<file path="config.mk">
export PLATFORM = sky130hd
export DESIGN_NAME = columnar_transposition_top
export DESIGN_NICKNAME = d
export VERILOG_FILES = /design/src/sv/ctr_pkg.sv /design/src/sv/ctr_ram.sv /design/src/sv/ctr_size.sv /design/src/sv/columnar_transposition_top.sv
export SDC_FILE = /design/constraint.sdc
export NUM_CORES = 1
export LEC_CHECK = 0
export BUFFER_PORTS_ARGS = -buffer_cell sky130_fd_sc_hd__buf_2
export CAP_MARGIN = 10
export CELL_PAD_IN_SITES_DETAIL_PLACEMENT = 0
export CELL_PAD_IN_SITES_GLOBAL_PLACEMENT = 1
export CORE_ASPECT_RATIO = 0.8
export CORE_MARGIN = 3
export CORE_UTILIZATION = 55
export DETAILED_ROUTE_END_ITERATION = 7
export GPL_TIMING_DRIVEN = 0
export HOLD_SLACK_MARGIN = 0.15
export PLACE_DENSITY_LB_ADDON = 0.1
export SYNTH_ARGS = -nofsm -noshare
export SYNTH_HDL_FRONTEND = slang
export SYNTH_HIERARCHICAL = 1
export SYNTH_SLANG_ARGS = --single-unit
</file>
<file path="constraint.sdc">
create_clock -name clk -period 5.2 [get_ports clk]
set_input_delay 1.04 -clock clk [delete_from_list [all_inputs] [get_ports clk]]
set_output_delay 1.04 -clock clk [all_outputs]
set_load 0.01 [all_outputs]
</file>
<file path="src/sv/ctr_pkg.sv">
// shared types and constants for the columnar transposition block
`default_nettype none

package ctr_pkg;

    // sequencer states
    typedef enum logic [1:0] {
        ST_LOAD,
        ST_SIZE,
        ST_RD,
        ST_FILL
    } ctr_state_t;

    // byte emitted for grid cells past the end of the message
    localparam logic [7:0] PAD_CHAR = 8'h20;

endpackage : ctr_pkg

`default_nettype wire

</file>
<file path="src/sv/ctr_ram.sv">
// generic single-port-write, single-port-read ram with registered read data
`default_nettype none

module ctr_ram #(
    parameter int WIDTH = 8,
    parameter int DEPTH = 64
) (
    input  wire logic                     clk,
    input  wire logic                     we,
    input  wire logic [$clog2(DEPTH)-1:0] waddr,
    input  wire logic [WIDTH-1:0]         wdata,
    input  wire logic                     re,
    input  wire logic [$clog2(DEPTH)-1:0] raddr,
    output logic      [WIDTH-1:0]         rdata
);

    logic [WIDTH-1:0] mem_reg [DEPTH];
    logic [WIDTH-1:0] rdata_reg;

    // write port
    always_ff @(posedge clk)
    begin
        if (we)
        begin
            mem_reg[waddr] <= wdata;
        end
    end

    // read port, registered read data
    always_ff @(posedge clk)
    begin
        if (re)
        begin
            rdata_reg <= mem_reg[raddr];
        end
    end

    assign rdata = rdata_reg;

endmodule : ctr_ram

`default_nettype wire

</file>
<file path="src/sv/ctr_size.sv">
// grid sizing unit: iterative integer square root, then rows and columns
`default_nettype none

module ctr_size #(
    parameter int CNT_W = 7,
    parameter int DIM_W = 5,
    parameter int IDX_W = 8
) (
    input  wire logic             clk,
    input  wire logic             rst_n,
    input  wire logic             start,
    input  wire logic [CNT_W-1:0] len,
    output logic                  done,
    output logic      [DIM_W-1:0] rows,
    output logic      [DIM_W-1:0] cols
);

    logic [DIM_W-1:0] root_reg;
    logic [DIM_W-1:0] root_next;
    logic [IDX_W-1:0] sq_reg;
    logic [IDX_W-1:0] sq_next;
    logic             busy_reg;
    logic             busy_next;

    logic [IDX_W-1:0] len_ext;
    logic [IDX_W-1:0] odd;
    logic [IDX_W-1:0] nsq;
    logic [IDX_W-1:0] prod;
    logic             exact;

    // next square is (root+1)^2 = root^2 + 2*root + 1
    assign len_ext = IDX_W'(len);
    assign odd     = IDX_W'({root_reg, 1'b1});
    assign nsq     = sq_reg + odd;
    assign done    = busy_reg && (nsq > len_ext);

    // grid shape from the floor root
    assign exact = (sq_reg == len_ext);
    assign cols  = exact ? root_reg : root_reg + DIM_W'(1);
    assign prod  = exact ? sq_reg : sq_reg + IDX_W'(root_reg);
    assign rows  = (prod < len_ext) ? root_reg + DIM_W'(1) : root_reg;

    // root search step
    always_comb
    begin
        root_next = root_reg;
        sq_next   = sq_reg;
        busy_next = busy_reg;
        if (start)
        begin
            root_next = '0;
            sq_next   = '0;
            busy_next = 1'b1;
        end
        else if (busy_reg)
        begin
            if (done)
            begin
                busy_next = 1'b0;
            end
            else
            begin
                root_next = root_reg + DIM_W'(1);
                sq_next   = nsq;
            end
        end
    end

    always_ff @(posedge clk or negedge rst_n)
    begin
        if (!rst_n)
        begin
            root_reg <= '0;
            sq_reg   <= '0;
            busy_reg <= 1'b0;
        end
        else
        begin
            root_reg <= root_next;
            sq_reg   <= sq_next;
            busy_reg <= busy_next;
        end
    end

`ifndef SYNTHESIS
    // the search never overshoots the length
    a_sq_bound: assert property (@(posedge clk) disable iff (!rst_n)
        busy_reg |-> (sq_reg <= len_ext))
        else $error("root search passed the length");

    // the grid always holds the whole message
    a_grid_fits: assert property (@(posedge clk) disable iff (!rst_n)
        done |-> (({{DIM_W{1'b0}}, rows} * {{DIM_W{1'b0}}, cols})
                  >= (2*DIM_W)'(len)))
        else $error("grid smaller than message");
`endif

endmodule : ctr_size

`default_nettype wire

</file>
<file path="src/sv/columnar_transposition_top.sv">
// columnar transposition: byte buffer in ram, grid sizing and cell sequencer
//
//  channel  | handshake         | payload           | note
//  ---------+-------------------+-------------------+------------------------------
//  input    | in_valid/in_stall | char_in, last_in  | one message byte per beat
//  output   | out_valid/out_st. | char_out,last_out | one grid cell per beat
//  config   | cfg_we            | cfg_data          | decrypt_mode, no read-back
//
// loading accepts a byte whenever in_valid is high; after the last byte the root search
// runs, then each grid cell is read from ram (ST_RD, waiting while the output is stalled)
// and put in the output register (ST_FILL), rows*cols cells in all. in_stall is high from
// the last byte until the final cell is in the output register. no clearing pass after reset:
// only entries this message wrote reach char_out; cells past the end are padded.
`default_nettype none

module columnar_transposition_top
    import ctr_pkg::*;
#(
    parameter int MAX_LEN = 64
) (
    input  wire logic       clk,
    input  wire logic       rst_n,
    input  wire logic       cfg_we,
    input  wire logic       cfg_data,
    input  wire logic       in_valid,
    output logic            in_stall,
    input  wire logic [7:0] char_in,
    input  wire logic       last_in,
    output logic            out_valid,
    input  wire logic       out_stall,
    output logic      [7:0] char_out,
    output logic            last_out
);

    localparam int CNT_W  = $clog2(MAX_LEN + 1);
    localparam int ADDR_W = $clog2(MAX_LEN);
    localparam int IDX_W  = $clog2(2 * MAX_LEN + 1);
    localparam int DIM_W  = (CNT_W + 1) / 2 + 1;

    ctr_state_t state_reg;
    ctr_state_t state_next;

    logic             mode_reg;
    logic [CNT_W-1:0] count_reg;
    logic [CNT_W-1:0] len_reg;
    logic [DIM_W-1:0] inner_lim_reg;
    logic [DIM_W-1:0] outer_lim_reg;
    logic [DIM_W-1:0] stride_reg;
    logic [DIM_W-1:0] in_cnt_reg;
    logic [DIM_W-1:0] out_cnt_reg;
    logic [IDX_W-1:0] idx_reg;
    logic             pad_reg;
    logic             out_valid_reg;
    logic [7:0]       char_out_reg;
    logic             last_out_reg;

    logic             in_acc;
    logic             out_free;
    logic             room;
    logic             size_start;
    logic             size_done;
    logic [DIM_W-1:0] size_rows;
    logic [DIM_W-1:0] size_cols;
    logic             ram_we;
    logic             ram_re;
    logic [7:0]       ram_rdata;
    logic [IDX_W-1:0] len_ext;
    logic             inner_end;
    logic             fill_last;

    assign in_acc    = in_valid && !in_stall;
    assign out_free  = !out_valid_reg || !out_stall;
    assign room      = (count_reg < CNT_W'(MAX_LEN));
    assign len_ext   = IDX_W'(len_reg);
    assign inner_end = (in_cnt_reg == inner_lim_reg - DIM_W'(1));
    assign fill_last = inner_end && (out_cnt_reg == outer_lim_reg - DIM_W'(1));

    // message buffer
    ctr_ram #(
        .WIDTH (8),
        .DEPTH (MAX_LEN)
    ) u_buf (
        .clk   (clk),
        .we    (ram_we),
        .waddr (count_reg[ADDR_W-1:0]),
        .wdata (char_in),
        .re    (ram_re),
        .raddr (idx_reg[ADDR_W-1:0]),
        .rdata (ram_rdata)
    );

    // grid sizing
    ctr_size #(
        .CNT_W (CNT_W),
        .DIM_W (DIM_W),
        .IDX_W (IDX_W)
    ) u_size (
        .clk   (clk),
        .rst_n (rst_n),
        .start (size_start),
        .len   (len_reg),
        .done  (size_done),
        .rows  (size_rows),
        .cols  (size_cols)
    );

    // next state
    always_comb
    begin
        state_next = state_reg;
        unique case (state_reg)
            ST_LOAD:
            begin
                if (in_acc && last_in)
                begin
                    state_next = ST_SIZE;
                end
            end
            ST_SIZE:
            begin
                if (size_done)
                begin
                    state_next = ST_RD;
                end
            end
            ST_RD:
            begin
                if (out_free)
                begin
                    state_next = ST_FILL;
                end
            end
            ST_FILL:
            begin
                state_next = fill_last ? ST_LOAD : ST_RD;
            end
            default:
            begin
                state_next = ST_LOAD;
            end
        endcase
    end

    // state outputs
    always_comb
    begin
        in_stall   = 1'b1;
        size_start = 1'b0;
        ram_we     = 1'b0;
        ram_re     = 1'b0;
        unique case (state_reg)
            ST_LOAD:
            begin
                in_stall   = 1'b0;
                size_start = in_valid && last_in;
                ram_we     = in_valid && room;
            end
            ST_SIZE:
            begin
                in_stall = 1'b1;
            end
            ST_RD:
            begin
                ram_re = out_free;
            end
            ST_FILL:
            begin
                in_stall = 1'b1;
            end
            default:
            begin
                in_stall = 1'b1;
            end
        endcase
    end

    // state, mode and byte count
    always_ff @(posedge clk or negedge rst_n)
    begin
        if (!rst_n)
        begin
            state_reg <= ST_LOAD;
            mode_reg  <= 1'b0;
            count_reg <= '0;
            len_reg   <= '0;
        end
        else
        begin
            state_reg <= state_next;
            if (cfg_we)
            begin
                mode_reg <= cfg_data;
            end
            if (in_acc)
            begin
                if (last_in)
                begin
                    len_reg   <= room ? count_reg + CNT_W'(1) : count_reg;
                    count_reg <= '0;
                end
                else if (room)
                begin
                    count_reg <= count_reg + CNT_W'(1);
                end
            end
        end
    end

    // cell walk: inner counter steps the index by the stride, outer restarts it
    always_ff @(posedge clk or negedge rst_n)
    begin
        if (!rst_n)
        begin
            inner_lim_reg <= '0;
            outer_lim_reg <= '0;
            stride_reg    <= '0;
            in_cnt_reg    <= '0;
            out_cnt_reg   <= '0;
            idx_reg       <= '0;
            pad_reg       <= 1'b0;
        end
        else
        begin
            if (state_reg == ST_SIZE && size_done)
            begin
                in_cnt_reg  <= '0;
                out_cnt_reg <= '0;
                idx_reg     <= '0;
                if (mode_reg)
                begin
                    inner_lim_reg <= size_cols;
                    outer_lim_reg <= size_rows;
                    stride_reg    <= size_rows;
                end
                else
                begin
                    inner_lim_reg <= size_rows;
                    outer_lim_reg <= size_cols;
                    stride_reg    <= size_cols;
                end
            end
            if (ram_re)
            begin
                pad_reg <= !(idx_reg < len_ext);
            end
            if (state_reg == ST_FILL)
            begin
                if (inner_end)
                begin
                    in_cnt_reg  <= '0;
                    out_cnt_reg <= out_cnt_reg + DIM_W'(1);
                    idx_reg     <= IDX_W'(out_cnt_reg) + IDX_W'(1);
                end
                else
                begin
                    in_cnt_reg <= in_cnt_reg + DIM_W'(1);
                    idx_reg    <= idx_reg + IDX_W'(stride_reg);
                end
            end
        end
    end

    // output register
    always_ff @(posedge clk or negedge rst_n)
    begin
        if (!rst_n)
        begin
            out_valid_reg <= 1'b0;
        end
        else if (state_reg == ST_FILL)
        begin
            out_valid_reg <= 1'b1;
        end
        else if (!out_stall)
        begin
            out_valid_reg <= 1'b0;
        end
    end

    always_ff @(posedge clk)
    begin
        if (state_reg == ST_FILL)
        begin
            char_out_reg <= pad_reg ? PAD_CHAR : ram_rdata;
            last_out_reg <= fill_last;
        end
    end

    assign out_valid = out_valid_reg;
    assign char_out  = char_out_reg;
    assign last_out  = last_out_reg;

`ifndef SYNTHESIS
    // the byte count never passes the buffer size
    a_count_bound: assert property (@(posedge clk) disable iff (!rst_n)
        count_reg <= CNT_W'(MAX_LEN))
        else $error("byte count beyond buffer");

    // walk counters stay inside the grid
    a_walk_bound: assert property (@(posedge clk) disable iff (!rst_n)
        (state_reg == ST_FILL) |->
            (in_cnt_reg < inner_lim_reg) && (out_cnt_reg < outer_lim_reg))
        else $error("cell walk left the grid");

    // a real message byte is always inside the buffer
    a_read_addr: assert property (@(posedge clk) disable iff (!rst_n)
        (ram_re && (idx_reg < len_ext)) |-> (idx_reg < IDX_W'(MAX_LEN)))
        else $error("buffer read out of range");

    // the final cell carries the end mark and frees the input
    a_last_cell: assert property (@(posedge clk) disable iff (!rst_n)
        (state_reg == ST_FILL && fill_last) |=>
            (state_reg == ST_LOAD) && out_valid_reg && last_out_reg)
        else $error("final cell not marked");
`endif

endmodule : columnar_transposition_top

`default_nettype wire
</file>
==> flow_summary.ini <==
[outcome]
status = finished clean

[cells_and_area]
antenna_cells = 0
area_delta_synth_final_pct = 11.3
drive_above_1_share_pct = 18.8
fin_util_pct = 62.5
nets = 1621
largest_reg_flops = 512

[die]
initial_core_util_pct = 56.2
die_h_um = 197
die_w_um = 245
dieArea_um2 = 48400
row_count = 69
ioPinCount = 26
core_area_um2 = 44800

[placement]
place_ws_ps = 772
gp_congestion = 0.892
dp_hpwl_mm = 41.0
port_buffers = 25

[clocking]
cts_setup_buffers = 0
cts-resized-gates = 0
numCtsBuffers = 55
clockBufferDepth = 3
cts_tree = yes
cts-root-buf = clkbuf_16
cts_hold_buffers = 0
clkLatencyLatePin_ps = 600
clock_sinks = 590
path_clk_slew_ps = 70
htree_levels = 2

[yosys]
syn_area_um2 = 25200
synthFlopType = edfxtp_1
ys_types = 74
syn_area_per_cell_um2 = 17.1
synthesis.nets = 1534
yosysTopAreaCell = edfxtp_1
yosysWarnings = 6
netlist_instances = 1476
synth_seq_cells = 590
synth_area_leaders = edfxtp_1 (63%), mux4_2 (11%), dfrtp_1 (6.1%)
ys_seq_area_share_pct = 69.2
synth-edff-count = 529
async_flop_share_pct = 10.3
synth_top_area_share_pct = 63.1

[sta]
whs_ps = 514
hold_viol = 0
fmax_mhz = 227
clock-skew-final_ps = 13.2
rsz0062_at_grt = false
relSlewSlack_pct = 17.4
worstMarginPinSlew_ps = 1240
min_period_ps = 4410
fin_crit_sh_pct = 84.8
fin_setup_tns_ps = 0
layout_setup_ws_ps = 792
setup_violations = 0
report.final.slew_viol_count = 0

[worst_setup_path]
cpMostUsedCell = a21oi_1
crit_chain = fa_1 > a21o_1 > a21oi_1 > o21ai_0 > xnor2_1 > ha_1 > a2111oi_0 > a21oi_1 > nand2b_1 > o31a_1 > o21ai_0 > clkbuf_1 > a21oi_1 > a21oi_1
r2r_slack_ps = 790
critPathRequiredTime_ps = 5720
rr_endpoint = idx_reg[4]
r2r_cells = 14
crit_buf_inv = 1
cp_slowest_cell = dfrtp_1
max_stage_delay_ps = 530
cp-end-kind = register
crit_arrival_ps = 4930
cp-start-kind = register
critPathTopFamily = compound AO/OA/AOI/OAI gates
r2r-start = u_size/root_reg[0]
criticalPathCategory = register to register
cp_max_fo = 10

[power_and_ir_drop]
switchingPower_mw = 1.83
p_seq_share_pct = 54.6
swShare_pct = 19.3
p_leak_nw = 9.17
peakVddDrop_v = 0.000256
p_clk_share_pct = 44.4
internal_power_mw = 7.63
power_density_nw_per_um2 = 338
power_frac_comb_pct = 1.0

[flow_run]
maxCapViolCount = 0

[detailed_routing]
drc_errors = 0
initialDrtViolationCount = 1390
avgViaCountPerCell = 6.35
routedWlPerCell_um = 28.0
totalWireLength_mm = 62.0
via_count = 14000
ant_nets = 0
drtPass1Iterations = 5

[global_route]
grt_pass1_vias = 13600
grt_overflow = 0
grt_max_degree = 65
grtUsageTotal_pct = 26.3
grt_first_pass_wirelength_mm = 91.7
antenna_found_initial = 1

[hold_path]
hold_path_class = input pin to async pin
==> area by class of cell <==
type / count / area (µm²)
Multi-Input combinational cell: 782 / 7230
Clock inverter: 36 / 428
Timing Repair Buffer: 30 / 198
Buffer: 67 / 394
Inverter: 37 / 139
Clock buffer: 66 / 1460
Sequential cell: 590 / 17400
Tap cell: 603 / 754
Fill cell: 3185 / 16800
==> kinds of logic after synthesis <==
kind of cell | count (synthesis) | share of synthesized area, %
compound gates | 185 | 5.07
simple gates | 321 | 6.03
buf+inv | 104 | 2.12
flops | 590 | 69.2
mux | 188 | 13.8
fa+ha+maj | 43 | 2.23
xor+xnor | 45 | 1.57
==> power by group through the flow <==
| stage | registers (mW) | logic (mW) | clock network, mW |
|---|---|---|---|
| 2_1_floorplan | 5.26 | 0.00698 | 0 |
| 3_3_place_gp | 5.26 | 0.0846 | 0 |
| 3_5_place_dp | 5.27 | 0.0898 | 0 |
| 4_1_cts | 5.16 | 0.0897 | 4.27 |
| 5_1_grt | 5.16 | 0.102 | 4.46 |
| 6_report | 5.16 | 0.0919 | 4.20 |
==> synthesized netlist by cell type, types with 6 or more instances <==
cell / n
edfxtp_1: 529
mux4_2: 126
nor2_1: 124
nand2_1: 67
dfrtp_1: 61
mux2i_1: 45
ha_1: 40
o21ai_0: 39
inv_1: 36
a21oi_1: 35
nand3_1: 31
nor2b_1: 31
clkbuf_1: 28
xnor2_1: 25
xor2_1: 20
nor3_1: 18
mux2_2: 16
buf_2: 13
buf_4: 13
nand2b_1: 12
a211oi_1: 11
a21o_1: 10
o221ai_1: 10
o22ai_1: 9
o21ai_1: 7
a221oi_1: 6
buf_6: 6
==> metal layers <==
metal,global-route usage [%],wire length (µm),vias to the layer above
li1,-,-,6012
met1,43.6,28500,7237
met2,36.2,25900,687
met3,4.76,6140,98
met4,6.82,1470,2
met5,0,13,-
==> how the worst max path moves through the flow <==
stage,start,cells after the start,slack [ps],to
after global placement,u_size/root_reg[0],14,830,idx_reg[4]
after global routing,u_size/root_reg[0],14,260,idx_reg[4]
after CTS,u_size/root_reg[0],14,750,idx_reg[4]
after floorplan,u_size/root_reg[0],14,1580,idx_reg[4]
after detailed placement,u_size/root_reg[0],14,770,idx_reg[4]
final,u_size/root_reg[0],14,790,idx_reg[4]
==> placed cells by master, fill, tap and decap left out, types with 5 or more instances in the layout <==
| cell type | n |
|---|---|
| nor2_1 | 124 |
| o21ai_0 | 39 |
| inv_1 | 36 |
| edfxtp_1 | 529 |
| a221oi_1 | 6 |
| xor2_1 | 20 |
| buf_12 | 5 |
| nor2b_1 | 31 |
| dfrtp_1 | 61 |
| mux2_2 | 16 |
| mux4_2 | 126 |
| clkbuf_16 | 57 |
| buf_4 | 14 |
| buf_1 | 5 |
| ha_1 | 40 |
| bufinv_16 | 9 |
| and2_1 | 5 |
| o221ai_1 | 10 |
| o22ai_1 | 9 |
| a21oi_1 | 35 |
| clkinvlp_4 | 5 |
| o21ai_1 | 7 |
| buf_2 | 39 |
| nand3_1 | 31 |
| buf_6 | 6 |
| xnor2_1 | 25 |
| a211oi_1 | 11 |
| clkinv_1 | 8 |
| a22oi_1 | 5 |
| nand2b_1 | 12 |
| nor3_1 | 18 |
| clkbuf_1 | 37 |
| mux2i_1 | 45 |
| clkinv_2 | 10 |
| nand2_1 | 67 |
| a21o_1 | 10 |
==> stage by stage <==
step | total power [mW] | std cells | area (µm²)
final | 9.46 | 2211 | 28000
after global routing | 9.73 | 2211 | 28000
after CTS | 9.53 | 2206 | 27900
after detailed placement | 5.36 | 2104 | 26100
after global placement | 5.35 | 2104 | 26100
after floorplan | 5.27 | 1476 | 25200
(Power assumes the default switching activity.)
